--- src/rtl/fmb_pkg.sv ---
`default_nettype none
package fmb_pkg;

  localparam int unsigned MAX_PAYLOAD = 250;

  localparam logic [1:0] CFG_START = 2'd0;
  localparam logic [1:0] CFG_SYNC  = 2'd1;
  localparam logic [1:0] CFG_END   = 2'd2;

  localparam logic [7:0] START_RST = 8'd36;
  localparam logic [7:0] SYNC_RST  = 8'd64;
  localparam logic [7:0] END_RST   = 8'd42;

  localparam logic [2:0] STEP_START = 3'd0;
  localparam logic [2:0] STEP_SYNC  = 3'd1;
  localparam logic [2:0] STEP_TYPE  = 3'd2;
  localparam logic [2:0] STEP_LEN   = 3'd3;
  localparam logic [2:0] STEP_DATA  = 3'd4;
  localparam logic [2:0] STEP_END   = 3'd5;
  localparam logic [2:0] STEP_SYNC2 = 3'd6;
  localparam logic [2:0] STEP_CSUM  = 3'd7;

  typedef struct packed {
    logic       hdr;
    logic       has_data;
    logic       trl;
    logic [7:0] msg_type;
    logic [7:0] payload_len;
    logic [7:0] data_byte;
  } cmd_t;

  typedef struct packed {
    logic [7:0] start_char;
    logic [7:0] sync_char;
    logic [7:0] end_char;
  } cfg_t;

  function automatic logic [2:0] first_step(input cmd_t c);
    logic [2:0] s;
    if (c.hdr) s = STEP_START;
    else if (c.has_data) s = STEP_DATA;
    else s = STEP_END;
    return s;
  endfunction

  function automatic logic [2:0] next_step(input logic [2:0] s, input cmd_t c);
    logic [2:0] n;
    unique case (s)
      STEP_START: n = STEP_SYNC;
      STEP_SYNC:  n = STEP_TYPE;
      STEP_TYPE:  n = STEP_LEN;
      STEP_LEN:   n = c.has_data ? STEP_DATA : STEP_END;
      STEP_DATA:  n = STEP_END;
      STEP_END:   n = STEP_SYNC2;
      default:    n = STEP_CSUM;
    endcase
    return n;
  endfunction

endpackage
`default_nettype wire

--- src/rtl/fmb_front.sv ---
`default_nettype none
module fmb_front (
  input  wire logic         clk,
  input  wire logic         rst_n,
  input  wire logic         in_valid,
  input  wire logic         q_full,
  input  wire logic [7:0]   msg_type,
  input  wire logic [7:0]   payload_len,
  input  wire logic [7:0]   data_byte,
  output fmb_pkg::cmd_t     push_cmd,
  output logic              push
);

  logic [7:0] bytes_left_r, bytes_left_nxt;
  logic       accept;
  logic       too_long;

  assign accept   = in_valid && !q_full;
  assign too_long = payload_len > 8'(fmb_pkg::MAX_PAYLOAD);

  always_comb begin
    push_cmd             = '0;
    push_cmd.msg_type    = msg_type;
    push_cmd.payload_len = payload_len;
    push_cmd.data_byte   = data_byte;
    push                 = 1'b0;
    bytes_left_nxt       = bytes_left_r;
    if (accept) begin
      if (bytes_left_r == 8'd0) begin
        if (!too_long) begin
          push              = 1'b1;
          push_cmd.hdr      = 1'b1;
          push_cmd.has_data = (payload_len != 8'd0);
          push_cmd.trl      = (payload_len <= 8'd1);
          bytes_left_nxt    = (payload_len == 8'd0) ? 8'd0 : payload_len - 8'd1;
        end
      end else begin
        push              = 1'b1;
        push_cmd.has_data = 1'b1;
        push_cmd.trl      = (bytes_left_r == 8'd1);
        bytes_left_nxt    = bytes_left_r - 8'd1;
      end
    end
  end

  always_ff @(posedge clk) begin
    if (!rst_n) begin
      bytes_left_r <= 8'd0;
    end else begin
      bytes_left_r <= bytes_left_nxt;
    end
  end

endmodule
`default_nettype wire

--- src/rtl/fmb_queue.sv ---
`default_nettype none
module fmb_queue (
  input  wire logic          clk,
  input  wire logic          rst_n,
  input  wire logic          push,
  input  wire fmb_pkg::cmd_t push_cmd,
  input  wire logic          pop,
  output fmb_pkg::cmd_t      head,
  output logic               empty,
  output logic               full
);

  fmb_pkg::cmd_t mem [2];
  logic       wr_ptr_r, rd_ptr_r;
  logic [1:0] count_r;

  assign empty = (count_r == 2'd0);
  assign full  = (count_r == 2'd2);
  assign head  = mem[rd_ptr_r];

  always_ff @(posedge clk) begin
    if (push) begin
      mem[wr_ptr_r] <= push_cmd;
    end
  end

  always_ff @(posedge clk) begin
    if (!rst_n) begin
      wr_ptr_r <= 1'b0;
      rd_ptr_r <= 1'b0;
      count_r  <= 2'd0;
    end else begin
      if (push) wr_ptr_r <= !wr_ptr_r;
      if (pop)  rd_ptr_r <= !rd_ptr_r;
      count_r <= count_r + {1'b0, push} - {1'b0, pop};
    end
  end

endmodule
`default_nettype wire

--- src/rtl/fmb_back.sv ---
`default_nettype none
module fmb_back (
  input  wire logic          clk,
  input  wire logic          rst_n,
  input  wire fmb_pkg::cfg_t cfg,
  input  wire fmb_pkg::cmd_t head,
  input  wire logic          q_empty,
  output logic               pop,
  output logic               out_valid,
  input  wire logic          out_stall,
  output logic [7:0]         out_byte,
  output logic               out_frame_end
);

  logic       busy_r, busy_nxt;
  logic [2:0] step_r, step_nxt;
  logic [2:0] cur_step;
  logic [7:0] xor_r, xor_nxt;
  logic       stopped_r, stopped_nxt;
  logic       ov_r;
  logic [7:0] ob_r;
  logic       oe_r;
  logic       load;
  logic       is_last;
  logic       summed;
  logic [7:0] b;

  assign cur_step = busy_r ? step_r : fmb_pkg::first_step(head);
  assign load     = !q_empty && (!ov_r || !out_stall);
  assign is_last  = (cur_step == fmb_pkg::STEP_CSUM) ||
                    (cur_step == fmb_pkg::STEP_DATA && !head.trl);
  assign pop      = load && is_last;

  always_comb begin
    summed = 1'b0;
    unique case (cur_step)
      fmb_pkg::STEP_START: b = cfg.start_char;
      fmb_pkg::STEP_SYNC:  begin b = cfg.sync_char;   summed = 1'b1; end
      fmb_pkg::STEP_TYPE:  begin b = head.msg_type;    summed = 1'b1; end
      fmb_pkg::STEP_LEN:   begin b = head.payload_len; summed = 1'b1; end
      fmb_pkg::STEP_DATA:  begin b = head.data_byte;   summed = 1'b1; end
      fmb_pkg::STEP_END:   begin b = cfg.end_char;     summed = 1'b1; end
      fmb_pkg::STEP_SYNC2: b = cfg.sync_char;
      default:             b = xor_r;
    endcase
  end

  always_comb begin
    xor_nxt     = xor_r;
    stopped_nxt = stopped_r;
    busy_nxt    = busy_r;
    step_nxt    = step_r;
    if (load) begin
      if (cur_step == fmb_pkg::STEP_START) begin
        xor_nxt     = 8'd0;
        stopped_nxt = 1'b0;
      end else if (summed && !stopped_r) begin
        if (b == cfg.start_char) begin
          xor_nxt = xor_r;
        end else if (b == cfg.end_char) begin
          stopped_nxt = 1'b1;
        end else begin
          xor_nxt = xor_r ^ b;
        end
      end
      busy_nxt = !is_last;
      step_nxt = fmb_pkg::next_step(cur_step, head);
    end
  end

  always_ff @(posedge clk) begin
    if (!rst_n) begin
      busy_r    <= 1'b0;
      step_r    <= fmb_pkg::STEP_START;
      xor_r     <= 8'd0;
      stopped_r <= 1'b0;
      ov_r      <= 1'b0;
    end else begin
      busy_r    <= busy_nxt;
      step_r    <= step_nxt;
      xor_r     <= xor_nxt;
      stopped_r <= stopped_nxt;
      if (load) ov_r <= 1'b1;
      else if (!out_stall) ov_r <= 1'b0;
    end
  end

  always_ff @(posedge clk) begin
    if (load) begin
      ob_r <= b;
      oe_r <= (cur_step == fmb_pkg::STEP_CSUM);
    end
  end

  assign out_valid     = ov_r;
  assign out_byte      = ob_r;
  assign out_frame_end = oe_r;

endmodule
`default_nettype wire

--- src/rtl/framed_message_builder_xor_checksum.sv ---
`default_nettype none
// Builds framed messages: the first item of a message yields start, sync, type and
// length bytes, every item passes one payload byte, and the last one adds end char,
// sync char and an XOR checksum (frame_end high on the checksum). A zero-length
// message is one item (data ignored); a first item with length above 250 is taken
// and dropped. A two-entry command queue separates the item front end from the byte
// sequencer; the sequencer emits one byte per cycle while out_stall is low, so payload
// items flow at one per cycle, and while header and trailer bytes go out in_stall
// rises once the queue fills. cfg_ready is always high; registers 0..2 are start,
// sync and end char.
module framed_message_builder_xor_checksum (
  input  wire logic       clk,
  input  wire logic       rst_n,
  input  wire logic       in_valid,
  output logic            in_stall,
  input  wire logic [7:0] in_msg_type,
  input  wire logic [7:0] in_payload_len,
  input  wire logic [7:0] in_data_byte,
  output logic            out_valid,
  input  wire logic       out_stall,
  output logic [7:0]      out_byte,
  output logic            out_frame_end,
  input  wire logic       cfg_valid,
  output logic            cfg_ready,
  input  wire logic [1:0] cfg_index,
  input  wire logic [7:0] cfg_data
);

  fmb_pkg::cfg_t cfg_r;
  fmb_pkg::cmd_t push_cmd, head;
  logic          push, pop, q_empty, q_full;

  assign cfg_ready = 1'b1;
  assign in_stall  = q_full;

  always_ff @(posedge clk) begin
    if (!rst_n) begin
      cfg_r.start_char <= fmb_pkg::START_RST;
      cfg_r.sync_char  <= fmb_pkg::SYNC_RST;
      cfg_r.end_char   <= fmb_pkg::END_RST;
    end else if (cfg_valid && cfg_ready) begin
      unique case (cfg_index)
        fmb_pkg::CFG_START: cfg_r.start_char <= cfg_data;
        fmb_pkg::CFG_SYNC:  cfg_r.sync_char  <= cfg_data;
        fmb_pkg::CFG_END:   cfg_r.end_char   <= cfg_data;
        default: ;
      endcase
    end
  end

  fmb_front u_front (
    .clk         (clk),
    .rst_n       (rst_n),
    .in_valid    (in_valid),
    .q_full      (q_full),
    .msg_type    (in_msg_type),
    .payload_len (in_payload_len),
    .data_byte   (in_data_byte),
    .push_cmd    (push_cmd),
    .push        (push)
  );

  fmb_queue u_queue (
    .clk      (clk),
    .rst_n    (rst_n),
    .push     (push),
    .push_cmd (push_cmd),
    .pop      (pop),
    .head     (head),
    .empty    (q_empty),
    .full     (q_full)
  );

  fmb_back u_back (
    .clk           (clk),
    .rst_n         (rst_n),
    .cfg           (cfg_r),
    .head          (head),
    .q_empty       (q_empty),
    .pop           (pop),
    .out_valid     (out_valid),
    .out_stall     (out_stall),
    .out_byte      (out_byte),
    .out_frame_end (out_frame_end)
  );

endmodule
`default_nettype wire

--- config.mk ---
export PLATFORM = sky130hd
export DESIGN_NAME = framed_message_builder_xor_checksum
export DESIGN_NICKNAME = d
export VERILOG_FILES = /design/src/rtl/fmb_pkg.sv /design/src/rtl/fmb_front.sv /design/src/rtl/fmb_queue.sv /design/src/rtl/fmb_back.sv /design/src/rtl/framed_message_builder_xor_checksum.sv
export SDC_FILE = /design/constraint.sdc
export NUM_CORES = 1
export LEC_CHECK = 0
export ABC_AREA = 0
export BUFFER_PORTS_ARGS = -buffer_cell sky130_fd_sc_hd__buf_4
export CORE_UTILIZATION = 50
export CTS_CLUSTER_SIZE = 24
export DETAILED_ROUTE_END_ITERATION = 10
export PLACE_DENSITY = 0.65
export SETUP_SLACK_MARGIN = 0.3
export SYNTH_ARGS = -nofsm -noshare
export SYNTH_HDL_FRONTEND = slang
export SYNTH_SLANG_ARGS = --single-unit
--- constraint.sdc ---
create_clock -name clk -period 5.4 [get_ports clk]
set_input_delay 0 -clock clk [delete_from_list [all_inputs] [get_ports clk]]
set_output_delay 0 -clock clk [all_outputs]
set_load 0.01 [all_outputs]
==> results.txt <==
* Setup total negative slack: 0 ps
- FF+latch count, synth: about 110
- Post-Layout Cell Count: between 700 and 800
- Clock root buffer: sky130_fd_sc_hd__clkbuf_16
- Compound-Gate Fraction of Synth Area: 17.2%
- CTS sink cnt: approximately 110
- The number of antenna diodes in the final layout is 0.
- After technology mapping, the gate count stands at approximately 560.
- Kind of launch point of the worst setup path: register
- STA puts the critical path data arrival time at slightly above 4000 ps.
* Biggest area consumer among synthesized cells: sky130_fd_sc_hd__edfxtp_1
- Required time at the endpoint of the critical path: between 5000 and 6000 ps
- In the final layout, the share of cells above drive strength 1 is between 15 and 20%.
* Placed Area: around 0.0063 sq mm
- Across the run, the number of max-cap violations was 0.
* Post-synth cell types: just under 80
- Achievable frequency: 0.266 GHz
- For this run, the post-layout net count is between 600 and 700.
* Finished Cell Area: 0.00724 sq mm
* Final worst clock skew: ~7 ps
- In this run the core area contains 39 standard-cell rows.
* Min cycle time layout: about 3800 ps
- The largest individual stage delay along the critical path comes from the cell sky130_fd_sc_hd__dfxtp_2.
- Min-delay worst type: input port to register
- Syn Std Cell Area: between 0.005 and 0.006 sq mm
- Number of detailed-route iterations in the first pass: 5
- Cell-by-cell trace of the critical path: mux2_4, o21ai_2, mux2_2, a2111o_1, and3_1, o311ai_0, nor3_2, a21o_4, o32ai_1
- Ys async rst share: 0%
- Dominant register cell in the synthesized netlist: sky130_fd_sc_hd__edfxtp_1
- Entering global routing, the biggest net connects 40 pins.
* Buffers on Ports: around 50
- Via-per-instance ratio: approximately 5.9
* CP Class: register to register
- Top post-synthesis cells by area: sky130_fd_sc_hd__edfxtp_1 32%, sky130_fd_sc_hd__dfxtp_1 17%, sky130_fd_sc_hd__mux2i_1 6.8%
- After Yosys synthesis, full adders, half adders and majority gates account for around 1.5% of the synthesized area.
- At the pin with the least slew margin, the transition time is roughly 950 ps.
- The worst-case IR drop observed on VDD is 0.000437 V.
* Post-synthesis share of cell area spent on xor and xnor gates: approximately 2.2%
- ANT nets after route: 0
- For this block, the initial DRC count from the detailed router was 355.
- Final count of negative-setup-slack endpoints: 0
- Post-synthesis sequential area ratio: about half
* Critical-path maximum fanout: 33
- Vias in the first global route: roughly 4.6k
- The worst setup path is captured at a register.
* Leakage power: 2.79 nW
* Initial standard-cell utilization of the core: between 50% and 60%
* Area enclosed by the die boundary: between 0.01 and 0.015 sq mm
- At the end of routability-driven placement, the weighted congestion stood at about 0.93.
* Clock slew seen by the registers of the worst setup and hold paths: 60 ps
* Placed Instances: between 700 and 800
- Number of hold violations in the final report: 0
* Largest buffer count on any clock path: 2
* Final Cycle Share: a little over two thirds
- Basic-gate share of the synthesized area counting and, or, nand and nor cells: ~16%
* Number of top-level pins: 51
- The clock tree synthesis step divided the H-tree into 4 levels.
- The first global-routing pass estimated between 20000 and 25000 um of wire.
- Of the post-synthesis cell area, the dominant cell type holds 32.1%.
- Residual DRC count: 0
- Max-slew violation count: 0
- The floorplan step set the die width to 110 um.
- CTS Buf Count: 17
* Total overflow reported by the global router: 0
- Wirelength, routed: 15000 um
- Max-Slew Margin vs Limit: between 30 and 40%
- For this design, the CTS-stage hold fixing added 35 buffers.
* TritonCTS clock tree: done
- In this run the power density over the cells is approximately 620 mW/mm^2.
* Die Span Y: roughly 110 um
* Number of vias after detailed routing: approximately 4.7k
* Mean post-synth cell area: between 10 and 15 sq um
* Worst-Skew Late Latency: ~420 ps
- Layout-stage area growth over the synthesis result: 23.1%
- The floorplan step defined a core boundary enclosing approximately 0.011 sq mm.
- Detailed placement finished with a half-perimeter wire length of 10600 um.
- Total power of the final layout: 4.52 mW
- Number of antenna violations at the first check in global routing: 0
* Combinational family with the most area after synthesis: compound AO/OA/AOI/OAI gates
- After detailed routing, the average wire length per cell comes to 18.8 um.
* Setup repair bufs after CTS: 0
- Total routing usage reported by global routing: about a quarter
* Run status: finished, final reports clean
- For this run, the number of Yosys warnings is 0.
- Counting every net in the synthesized netlist gives approximately 600.
* FILL cells: 927
- In this run, post-CTS repair resized a total of 0 instances.
- In this design, the stage delay of the slowest critical-path cell is between 900 and 1000 ps.
- Setup repair after global routing left no endpoint under its margin.
* Portion of netlist area occupied by mux cells: a little under a tenth
- In this run, synthesis inferred 63 flip-flops with an integrated enable.
## synthesized netlist by cell type (all sizes together) (9+ instances only)
| cell | instances |
|---|---|
| buf | 12 |
| a211oi | 18 |
| and2 | 9 |
| clkbuf | 17 |
| nor2 | 60 |
| mux2i | 41 |
| nand3 | 16 |
| mux2 | 9 |
| inv | 23 |
| dfxtp | 51 |
| o32ai | 9 |
| xnor2 | 10 |
| nand2 | 38 |
| nor3 | 12 |
| edfxtp | 63 |
| o21ai | 24 |
| a21oi | 21 |
## cell families (layout without fill, tap and decap cells)
| kind of cell | after synthesis | after routing |
|---|---|---|
| AND/OR/NAND/NOR | 188 | 188 |
| AO/OA/AOI/OAI | 134 | 134 |
| flip-flops | 114 | 114 |
| buffers and inverters | 52 | 144 |
| multiplexers | 50 | 50 |
| XOR/XNOR | 15 | 15 |
| adder cells (fa/ha/maj) | 7 | 7 |
| other | 1 | 1 |
## stage by stage
| step | util (%) | hold WS, ps | worst slack (ps) |
|---|---|---|---|
| after floorplan | - | 98.9 | 2550 |
| after global placement | 55.1 | 185 | 1720 |
| after detailed placement | 55.1 | 187 | 1670 |
| after CTS | 63.2 | 47.9 | 1670 |
| after global routing | 63.2 | 80.3 | 1380 |
| final | 63.2 | 57.4 | 1640 |
## registers in the layout, indices dropped and copies added, names as in the netlist, 2 cells and up, named ones only
name	count
u_back.xor_r	8
cfg_r	24
u_front.bytes_left_r	8
u_back.step_r	3
u_queue.count_r	2
u_back.out_byte	8
u_queue.mem	54
## cell type report
| cell class | instances | area (sq um) | share of cell area (%) |
|---|---|---|---|
| inverter | 23 | 86.3 | 1.19 |
| timing repair buffer | 89 | 756 | 10.4 |
| multi-input combinational | 395 | 2740 | 37.8 |
| clock inverter | 15 | 148 | 2.04 |
| clock buffer | 17 | 425 | 5.87 |
| tap | 143 | 179 | 2.47 |
| sequential | 114 | 2910 | 40.2 |
## final timing paths
kind | depth (start not counted) | to | from | slack (ps)
setup / recovery | 9 | u_back.xor_r[2]$_SDFFE_PN0P_ | register | 1640
hold / removal | 5 | cfg_r[17]$_SDFFE_PN0P_ | cfg_index[0] | 60
setup reg to reg | 9 | u_back.xor_r[2]$_SDFFE_PN0P_ | register | 1640
hold reg to reg | 2 | u_front.bytes_left_r[6]$_SDFFE_PN0P_ | u_front.bytes_left_r[6]$_SDFFE_PN0P_ | 480
## report_power, final
part | internal, mW | switching [mW] | total, mW
Sequential | 1.22 | 0.245 | 1.47
Combinational | 0.807 | 1.17 | 1.98
Clock | 0.644 | 0.429 | 1.07
Total | 2.67 | 1.85 | 4.52
## critical path: cells and delay by family, from the launching register on
kind / cells / cell delay, ps
compound gates: 5 / 1490
flops: 1 / 910
mux: 2 / 800
simple gates: 2 / 400
## layer usage
| metal | GRT usage [%] | wire length [um] | vias to the layer above |
|---|---|---|---|
| met4 | 13.2 | 578 | 0 |
| li1 | - | - | 2277 |
| met3 | 6.42 | 836 | 42 |
| met2 | 44.1 | 7220 | 171 |
| met1 | 30.5 | 6330 | 2222 |
| met5 | 0 | 0 | - |
## layout by cell type, fill, tap and decap left out, types with 4 or more instances in the layout
master / count
sky130_fd_sc_hd__a211oi_1: 16
sky130_fd_sc_hd__a21oi_1: 19
sky130_fd_sc_hd__a22oi_1: 4
sky130_fd_sc_hd__and2_1: 8
sky130_fd_sc_hd__and3_1: 6
sky130_fd_sc_hd__buf_4: 54
sky130_fd_sc_hd__clkbuf_16: 17
sky130_fd_sc_hd__dfxtp_1: 50
sky130_fd_sc_hd__dlygate4sd3_1: 35
sky130_fd_sc_hd__edfxtp_1: 63
sky130_fd_sc_hd__ha_1: 7
sky130_fd_sc_hd__inv_1: 23
sky130_fd_sc_hd__inv_6: 7
sky130_fd_sc_hd__mux2_2: 7
sky130_fd_sc_hd__mux2i_1: 40
sky130_fd_sc_hd__nand2_1: 38
sky130_fd_sc_hd__nand2b_1: 5
sky130_fd_sc_hd__nand3_1: 16
sky130_fd_sc_hd__nor2_1: 59
sky130_fd_sc_hd__nor2b_1: 7
sky130_fd_sc_hd__nor3_1: 10
sky130_fd_sc_hd__o211ai_1: 4
sky130_fd_sc_hd__o21ai_0: 21
sky130_fd_sc_hd__o221ai_1: 4
sky130_fd_sc_hd__o22ai_1: 8
sky130_fd_sc_hd__o31ai_1: 4
sky130_fd_sc_hd__o32ai_1: 9
sky130_fd_sc_hd__or2_2: 5
sky130_fd_sc_hd__or3_1: 5
sky130_fd_sc_hd__or4_1: 6
sky130_fd_sc_hd__xnor2_1: 10
sky130_fd_sc_hd__xor2_1: 5
(Power assumes the default switching activity.)
